--- src/design/flru_pkg.sv ---
// ----------------------------------------------------------------------------
// flru_pkg: shared types and constants for the factoradic LRU rank update
// Field widths, stream packing and the factorial helper used at elaboration.
// ----------------------------------------------------------------------------
package flru_pkg;

	localparam int DEF_WAYS = 10;
	localparam int RANK_W   = 22;
	localparam int WAY_W    = 4;
	localparam int MASK_W   = 10;
	localparam int S_DATA_W = 40;
	localparam int M_DATA_W = 32;

	// item fields that ride along the pipeline with each beat
	typedef struct packed {
		logic [RANK_W-1:0] rank;
		logic [WAY_W-1:0]  touch;
		logic [MASK_W-1:0] mask;
		logic              err;
		logic              seen;  // touched way already passed in the order
	} flru_item_t;

	function automatic logic [31:0] fact(input int n);
		logic [31:0] f;
		f = 32'd1;
		for (int i = 2; i <= n; i++) begin
			f = f * 32'(i);
		end
		return f;
	endfunction

endpackage

--- src/design/factoradic_lru_rank_update.sv ---
// ----------------------------------------------------------------------------
// factoradic_lru_rank_update: true-LRU step for one cache set
// Unranks the set's Lehmer-coded recency order, picks the victim among the
// candidate ways, moves the touched way to the front and re-ranks it.
// ----------------------------------------------------------------------------
// Pipeline: one digit stage per order position, then the result register.
// Throughput: one beat per cycle; the whole pipe advances together and
//   holds only while the result register is full and the sink stalls.
// Reset: arst_n clears the stage valid bits and the result valid; the
//   payload registers are not reset.
// ----------------------------------------------------------------------------
module factoradic_lru_rank_update #(
	parameter int WAYS = flru_pkg::DEF_WAYS
) (
	input  logic                          clk,
	input  logic                          arst_n,
	// slave side
	input  logic                          s_tvalid,
	output logic                          s_tready,
	// [21:0] current_rank, [25:22] touch_way, [35:26] candidate_mask, rest zero
	input  logic [flru_pkg::S_DATA_W-1:0] s_tdata,
	// master side
	output logic                          m_tvalid,
	input  logic                          m_tready,
	// [21:0] new_rank, [25:22] victim_way, [26] victim_found, [27] rank_error
	output logic [flru_pkg::M_DATA_W-1:0] m_tdata
);

	localparam int IDX_W = $clog2(WAYS);
	localparam logic [31:0] FACT_W = flru_pkg::fact(WAYS);
	localparam int ACC_W = $clog2(FACT_W);

	// stall everything when the result beat is still waiting
	logic adv;
	assign adv      = !m_tvalid || m_tready;
	assign s_tready = adv;

	// stage links: index 0 is the incoming beat, index k the output of stage k-1
	logic                                 valid_c [WAYS+1];
	flru_pkg::flru_item_t                 item_c  [WAYS+1];
	logic [flru_pkg::RANK_W-1:0]          rem_c   [WAYS+1];
	logic [WAYS-1:0][flru_pkg::WAY_W-1:0] avail_c [WAYS+1];
	logic [WAYS-1:0][flru_pkg::WAY_W-1:0] order_c [WAYS+1];
	logic [ACC_W-1:0]                     acc_c   [WAYS+1];
	logic [IDX_W-1:0]                     pdig_c  [WAYS+1];
	logic [flru_pkg::WAY_W-1:0]           pway_c  [WAYS+1];

	always_comb begin
		valid_c[0]       = s_tvalid;
		item_c[0].rank   = s_tdata[flru_pkg::RANK_W-1:0];
		item_c[0].touch  = s_tdata[flru_pkg::RANK_W +: flru_pkg::WAY_W];
		item_c[0].mask   = s_tdata[flru_pkg::RANK_W + flru_pkg::WAY_W +: flru_pkg::MASK_W];
		// out-of-range rank: flagged here, result passes rank through
		item_c[0].err    = 32'(item_c[0].rank) >= FACT_W;
		item_c[0].seen   = 1'b0;
		rem_c[0]         = item_c[0].rank;
		for (int j = 0; j < WAYS; j++) begin
			avail_c[0][j] = flru_pkg::WAY_W'(j);
		end
		order_c[0] = '0;
		acc_c[0]   = '0;
		pdig_c[0]  = '0;
		pway_c[0]  = '0;
	end

	for (genvar k = 0; k < WAYS; k++) begin : g_stage
		flru_digit_stage #(
			.WAYS  (WAYS),
			.POS   (k),
			.ACC_W (ACC_W)
		) u_stage (
			.clk       (clk),
			.arst_n    (arst_n),
			.adv       (adv),
			.in_valid  (valid_c[k]),
			.in_item   (item_c[k]),
			.rem_i     (rem_c[k]),
			.avail_i   (avail_c[k]),
			.order_i   (order_c[k]),
			.acc_i     (acc_c[k]),
			.pdig_i    (pdig_c[k]),
			.pway_i    (pway_c[k]),
			.out_valid (valid_c[k+1]),
			.out_item  (item_c[k+1]),
			.rem_o     (rem_c[k+1]),
			.avail_o   (avail_c[k+1]),
			.order_o   (order_c[k+1]),
			.acc_o     (acc_c[k+1]),
			.pdig_o    (pdig_c[k+1]),
			.pway_o    (pway_c[k+1])
		);
	end

	// remainder and free list are spent by the last stage
	flru_finish #(
		.WAYS  (WAYS),
		.ACC_W (ACC_W)
	) u_finish (
		.clk       (clk),
		.arst_n    (arst_n),
		.adv       (adv),
		.in_valid  (valid_c[WAYS]),
		.in_item   (item_c[WAYS]),
		.order_i   (order_c[WAYS]),
		.acc_i     (acc_c[WAYS]),
		.pdig_i    (pdig_c[WAYS]),
		.pway_i    (pway_c[WAYS]),
		.out_valid (m_tvalid),
		.out_data  (m_tdata)
	);

endmodule

--- src/design/flru_digit_stage.sv ---
// ----------------------------------------------------------------------------
// flru_digit_stage: one position of the recency order
// Peels off one factoradic digit, picks that way from the free list, and
// adds the re-rank term of the previous position to the running sum.
// ----------------------------------------------------------------------------
module flru_digit_stage #(
	parameter int WAYS  = flru_pkg::DEF_WAYS,
	parameter int POS   = 0,
	parameter int ACC_W = 22
) (
	input  logic                                      clk,
	input  logic                                      arst_n,
	input  logic                                      adv,
	input  logic                                      in_valid,
	input  flru_pkg::flru_item_t                      in_item,
	input  logic [flru_pkg::RANK_W-1:0]               rem_i,
	input  logic [WAYS-1:0][flru_pkg::WAY_W-1:0]      avail_i,
	input  logic [WAYS-1:0][flru_pkg::WAY_W-1:0]      order_i,
	input  logic [ACC_W-1:0]                          acc_i,
	input  logic [$clog2(WAYS)-1:0]                   pdig_i,
	input  logic [flru_pkg::WAY_W-1:0]                pway_i,
	output logic                                      out_valid,
	output flru_pkg::flru_item_t                      out_item,
	output logic [flru_pkg::RANK_W-1:0]               rem_o,
	output logic [WAYS-1:0][flru_pkg::WAY_W-1:0]      avail_o,
	output logic [WAYS-1:0][flru_pkg::WAY_W-1:0]      order_o,
	output logic [ACC_W-1:0]                          acc_o,
	output logic [$clog2(WAYS)-1:0]                   pdig_o,
	output logic [flru_pkg::WAY_W-1:0]                pway_o
);

	localparam int IDX_W = $clog2(WAYS);
	localparam bit HAS_PREV = (POS > 0);
	localparam int PP = POS - 1;
	localparam logic [31:0] F  = flru_pkg::fact(WAYS - 1 - POS);
	localparam logic [31:0] W1 = flru_pkg::fact(WAYS - 1);
	localparam logic [31:0] WP = flru_pkg::fact(WAYS - 1 - PP);
	localparam logic [31:0] WQ = (WAYS - 2 - PP >= 0) ? flru_pkg::fact(WAYS - 2 - PP) : 32'd0;

	logic [IDX_W-1:0]                   dig;
	logic [flru_pkg::WAY_W-1:0]         way;
	logic [WAYS-1:0][flru_pkg::WAY_W-1:0] avail_n;
	logic [WAYS-1:0][flru_pkg::WAY_W-1:0] order_n;
	logic [ACC_W-1:0]                   term;
	logic                               hit_prev;
	logic                               lt;
	flru_pkg::flru_item_t               item_n;

	logic                               valid_s1;
	flru_pkg::flru_item_t               item_s1;
	logic [flru_pkg::RANK_W-1:0]        rem_s1;
	logic [WAYS-1:0][flru_pkg::WAY_W-1:0] avail_s1;
	logic [WAYS-1:0][flru_pkg::WAY_W-1:0] order_s1;
	logic [ACC_W-1:0]                   acc_s1;
	logic [IDX_W-1:0]                   dig_s1;
	logic [flru_pkg::WAY_W-1:0]         way_s1;

	// digit = number of multiples of the weight that fit in the remainder
	always_comb begin
		dig = '0;
		for (int j = 1; j < WAYS - POS; j++) begin
			if (32'(rem_i) >= 32'(j) * F) begin
				dig = IDX_W'(j);
			end
		end
	end

	always_comb begin
		way = avail_i[dig];
		for (int j = 0; j < WAYS - 1; j++) begin
			avail_n[j] = (IDX_W'(j) < dig) ? avail_i[j] : avail_i[j+1];
		end
		avail_n[WAYS-1] = avail_i[WAYS-1];
		order_n = order_i;
		order_n[POS] = way;
	end

	// re-rank term of the previous position after the touched way moves up
	always_comb begin
		hit_prev = HAS_PREV && (pway_i == in_item.touch);
		lt = (in_item.touch < pway_i);
		if (!HAS_PREV) begin
			term = '0;
		end else if (hit_prev) begin
			term = ACC_W'(32'(in_item.touch) * W1);
		end else if (in_item.seen) begin
			term = ACC_W'(32'(pdig_i) * WP);
		end else begin
			term = ACC_W'(32'(pdig_i - IDX_W'(lt)) * WQ);
		end
		item_n      = in_item;
		item_n.seen = in_item.seen | hit_prev;
	end

	always_ff @(posedge clk or negedge arst_n) begin
		if (!arst_n) begin
			valid_s1 <= 1'b0;
		end else if (adv) begin
			valid_s1 <= in_valid;
		end
	end

	always_ff @(posedge clk) begin
		if (adv) begin
			item_s1  <= item_n;
			rem_s1   <= flru_pkg::RANK_W'(32'(rem_i) - 32'(dig) * F);
			avail_s1 <= avail_n;
			order_s1 <= order_n;
			acc_s1   <= acc_i + term;
			dig_s1   <= dig;
			way_s1   <= way;
		end
	end

	assign out_valid = valid_s1;
	assign out_item  = item_s1;
	assign rem_o     = rem_s1;
	assign avail_o   = avail_s1;
	assign order_o   = order_s1;
	assign acc_o     = acc_s1;
	assign pdig_o    = dig_s1;
	assign pway_o    = way_s1;

endmodule

--- src/design/flru_finish.sv ---
// ----------------------------------------------------------------------------
// flru_finish: victim pick and result register
// Closes the re-rank sum, scans the order for the least recent candidate,
// and holds the result beat until the sink takes it.
// ----------------------------------------------------------------------------
module flru_finish #(
	parameter int WAYS  = flru_pkg::DEF_WAYS,
	parameter int ACC_W = 22
) (
	input  logic                                 clk,
	input  logic                                 arst_n,
	input  logic                                 adv,
	input  logic                                 in_valid,
	input  flru_pkg::flru_item_t                 in_item,
	input  logic [WAYS-1:0][flru_pkg::WAY_W-1:0] order_i,
	input  logic [ACC_W-1:0]                     acc_i,
	input  logic [$clog2(WAYS)-1:0]              pdig_i,
	input  logic [flru_pkg::WAY_W-1:0]           pway_i,
	output logic                                 out_valid,
	output logic [flru_pkg::M_DATA_W-1:0]        out_data
);

	localparam int RES_W = flru_pkg::RANK_W + flru_pkg::WAY_W + 2;
	localparam logic [31:0] W1 = flru_pkg::fact(WAYS - 1);

	logic [ACC_W-1:0]            term;
	logic [ACC_W-1:0]            acc_n;
	logic [flru_pkg::RANK_W-1:0] rank_n;
	logic [flru_pkg::WAY_W-1:0]  vic;
	logic                        found;
	logic                        touch_ok;

	logic                        valid_q;
	logic [flru_pkg::RANK_W-1:0] rank_q;
	logic [flru_pkg::WAY_W-1:0]  vic_q;
	logic                        found_q;
	logic                        err_q;

	// last position: weight 0! on its own digit (always zero), none if shifted
	always_comb begin
		if (pway_i == in_item.touch) begin
			term = ACC_W'(32'(in_item.touch) * W1);
		end else if (in_item.seen) begin
			term = ACC_W'(pdig_i);
		end else begin
			term = '0;
		end
		acc_n    = acc_i + term;
		touch_ok = 32'(in_item.touch) < 32'(WAYS);
		rank_n   = (in_item.err || !touch_ok) ? in_item.rank : flru_pkg::RANK_W'(acc_n);
	end

	// later positions win: the last hit is the least recent candidate
	always_comb begin
		vic   = '0;
		found = 1'b0;
		for (int i = 0; i < WAYS; i++) begin
			if ((32'(order_i[i]) < 32'(flru_pkg::MASK_W)) && in_item.mask[order_i[i]]) begin
				vic   = order_i[i];
				found = 1'b1;
			end
		end
		if (in_item.err) begin
			vic   = '0;
			found = 1'b0;
		end
	end

	always_ff @(posedge clk or negedge arst_n) begin
		if (!arst_n) begin
			valid_q <= 1'b0;
		end else if (adv) begin
			valid_q <= in_valid;
		end
	end

	always_ff @(posedge clk) begin
		if (adv) begin
			rank_q  <= rank_n;
			vic_q   <= vic;
			found_q <= found;
			err_q   <= in_item.err;
		end
	end

	assign out_valid = valid_q;
	assign out_data  = {{(flru_pkg::M_DATA_W - RES_W){1'b0}}, err_q, found_q, vic_q, rank_q};

endmodule
--- config.mk ---
export PLATFORM = sky130hd
export DESIGN_NAME = factoradic_lru_rank_update
export DESIGN_NICKNAME = d
export VERILOG_FILES = /design/src/design/flru_pkg.sv /design/src/design/factoradic_lru_rank_update.sv /design/src/design/flru_digit_stage.sv /design/src/design/flru_finish.sv
export SDC_FILE = /design/constraint.sdc
export NUM_CORES = 2
export LEC_CHECK = 0
export BUFFER_PORTS_ARGS = -buffer_cell sky130_fd_sc_hd__buf_2
export CAP_MARGIN = 20
export CORE_MARGIN = 1
export CORE_UTILIZATION = 45
export CTS_CLUSTER_SIZE = 30
export DETAILED_ROUTE_END_ITERATION = 7
export HOLD_SLACK_MARGIN = 0.12
export SLEW_MARGIN = 10
export SYNTH_ARGS = -nofsm -noshare
export SYNTH_HDL_FRONTEND = slang
export SYNTH_SLANG_ARGS = --single-unit
--- constraint.sdc ---
create_clock -name clk -period 83.7 [get_ports clk]
set_input_delay 25.11 -clock clk [delete_from_list [all_inputs] [get_ports clk]]
set_output_delay 25.11 -clock clk [all_outputs]
set_load 0.01 [all_outputs]
==> metrics <==
Clock Sinks 1111; largest cells by area after synthesis edfxtp_1 (52%), ha_1 (13%), xnor2_1 (4.2%), fa_1 (2.8%), inv_1 (2.6%); CP dominant cell by count buf_2; I/O Buffers 69; grt met2 use 29.4%; CTS Buf Count 114; Layout Nets 6208; CP max stage cell inv_8; post_cts resized 0; CTS Root Cell clkbuf_16; FF-to-FF setup slack 75350 ps; final critical-path share of the clock period 61.2%; via count 38200; H-Tree Level Count 3; Post-Route WL 123000 um; #FFs+latches synth 1111; Setup Buffers After CTS 0; Worst Path Required 58590 ps; Cells after Synth 5265; WS Path Type input pin to output pin; RR Endpoint g_stage[2].u_stage.acc_o[20]$_DFFE_PP_; CP Max Fanout 82; Total Routing Usage GR 17.4%; relative slew slack 29.6%; first-pass GRT wire length 199000 um; Worst Hold Class flop to flop; Die X 379 um; 1st-pass router iterations 5; # rows 137; EDFF count, synth 1100; DIE AREA 0.144 mm2; chip height 379 um; synth-to-layout area growth 9.71%; initial antenna violation count 6; Ant. Diodes 0; reg-to-reg startpoint g_stage[1].u_stage.out_item[13]$_DFFE_PP_; crit path time final 51240 ps; sequential area share after synthesis 52.1%; hold path start g_stage[8].u_stage.avail_o[3]$_DFFE_PP_; GRT busiest layer met2; hold_buf cts 0; fin. max-slew vios 0; Core Footprint 0.140 mm2; Final TNS setup 0 ps; Via density 5.18; met1 Track Usage GR 23.2%; Congestion Overflow GR 0; CP arrival 26130 ps; cell area after synthesis 0.0639 mm2; Placer Congestion 0.878; Fmax 19.5 MHz; met3 Use GR 2.24%; io pins 78; Final Skew 39.1 ps; Worst setup EP type output pin; hold depth 0; outcome finished clean; Fill cells 12500; crit-path max cell delay 430 ps; Max clock buf depth 3; Synth top area share 51.7%; area leader, netlist edfxtp_1; R2R cell count 31; clk_lat worst skew 720 ps; initial drt markers 2166; hold endpoint g_stage[9].u_stage.order_o[39]$_DFFE_PP_; CTS tree done; critical path launch point type input pin; Async SR Flop Fraction 0.990%; Top FF cell, synth edfxtp_1; Slew @ Worst Pin 1060 ps; post-synth cell types 91; Ys Warns 0; vias in the first global route 37700; Remaining DRCs 0; Max-Cap Viols 0; Clk pin slew, worst setup/hold paths 60 ps; syn_area_per_cell 12.1 um2; WL/cell 16.7 um; initial core utilization 45.6%; post-DP HPWL 93000 um; worst path cell trace buf_2 -> nor2b_1 -> buf_4 -> inv_8 -> buf_2; largest net degree at the start of global routing 201; Routed Antenna Nets 0; Setup-failing EPs final 0; layout cells sized above 1 8.37%; final hold vios 0; RSZ-0062 raised after global routing false
worst max path at each step:
| stage | startpoint | endpoint | slack [ps] | depth (start not counted) |
|---|---|---|---|---|
| finish | m_tready | s_tready | 32460 | 5 |
| global route | m_tready | s_tready | 32380 | 5 |
| CTS | m_tready | s_tready | 32440 | 5 |
| detailed placement | m_tready | s_tready | 32440 | 5 |
| global placement | m_tready | s_tready | 32460 | 5 |
| floorplan | m_tready | s_tready | 12050 | 3 |
flip-flops by register name, indices dropped and copies added, names as in the netlist, 4 cells and up:
signal                     flops
g_stage.u_stage.acc_o        175
g_stage.u_stage.avail_o      131
g_stage.u_stage.order_o      218
g_stage.u_stage.out_item     348
g_stage.u_stage.out_valid     10
g_stage.u_stage.pdig_o        24
g_stage.u_stage.rem_o        176
u_finish.rank_q               22
u_finish.vic_q                 4
worst max-delay path: cells and delay by family:
| family | cells | cell delay [ps] |
|---|---|---|
| and+or+nand+nor | 1 | 30 |
| buffers and inverters | 4 | 940 |
synth_stat cells, types with 59 or more instances:
master    count
edfxtp_1   1100
ha_1        678
inv_1       450
nor2_1      363
nand2_1     335
a21oi_1     314
xnor2_1     305
o21ai_0     217
xor2_1      163
mux2_2       99
a21o_1       91
fa_1         88
nand3_1      84
nor2b_1      77
nor3_1       77
clkbuf_1     59
per-layer routing:
| layer | vias up | routed length [um] |
|---|---|---|
| met5 | - | 0 |
| met4 | 0 | 3220 |
| met3 | 195 | 3890 |
| met2 | 563 | 58700 |
| met1 | 18000 | 57000 |
| li1 | 19500 | - |
per-stage QoR:
stage / cells / hold WS (ps) / area [um2] / util, % / worst slack [ps]
floorplan: 5272 / 400 / 63900 / - / 12050
global placement: 7155 / 400 / 66500 / 47.4 / 32460
detailed placement: 7157 / 405 / 66500 / 47.4 / 32440
CTS: 7372 / 385 / 70100 / 50.0 / 32440
global route: 7373 / 393 / 70100 / 50.0 / 32380
finish: 7373 / 386 / 70100 / 50.0 / 32460
kinds of logic (layout without fill, tap and decap cells):
kind of cell | after synthesis | after routing | synth area share [%]
AND/OR/NAND/NOR | 1223 | 1223 | 9.13
buffers and inverters | 530 | 755 | 3.18
multiplexers | 177 | 177 | 3.40
flip-flops | 1111 | 1111 | 52.1
XOR/XNOR | 468 | 468 | 6.41
other | 2 | 9 | 0.0117
AO/OA/AOI/OAI | 986 | 986 | 9.69
adder cells (fa/ha/maj) | 768 | 768 | 16.1
layout by cell type (no fill, tap or decap), types with 47 or more instances in the layout:
cell type / n
a21o_1: 91
a21oi_1: 314
a31oi_1: 47
buf_2: 69
clkbuf_16: 115
edfxtp_1: 1100
fa_1: 88
ha_1: 678
inv_1: 449
mux2_2: 99
mux2i_1: 54
nand2_1: 335
nand2b_1: 56
nand3_1: 84
nor2_1: 363
nor2b_1: 77
nor3_1: 77
o21a_1: 52
o21ai_0: 217
xnor2_1: 305
xor2_1: 163
area by class of cell:
| cell class | count | area [um2] | area share, % |
|---|---|---|---|
| clock buffers | 131 | 2940 | 4.19 |
| clock inverters | 84 | 677 | 0.965 |
| inverters | 455 | 1720 | 2.45 |
| multi-input cells | 3631 | 28600 | 40.8 |
| flip-flops and latches | 1111 | 33300 | 47.5 |
| well taps | 1876 | 2350 | 3.35 |
| repair buffers | 85 | 519 | 0.740 |
Power is not shown: default switching activity piles up to over one toggle a cycle in this logic, so the estimate is an artifact.
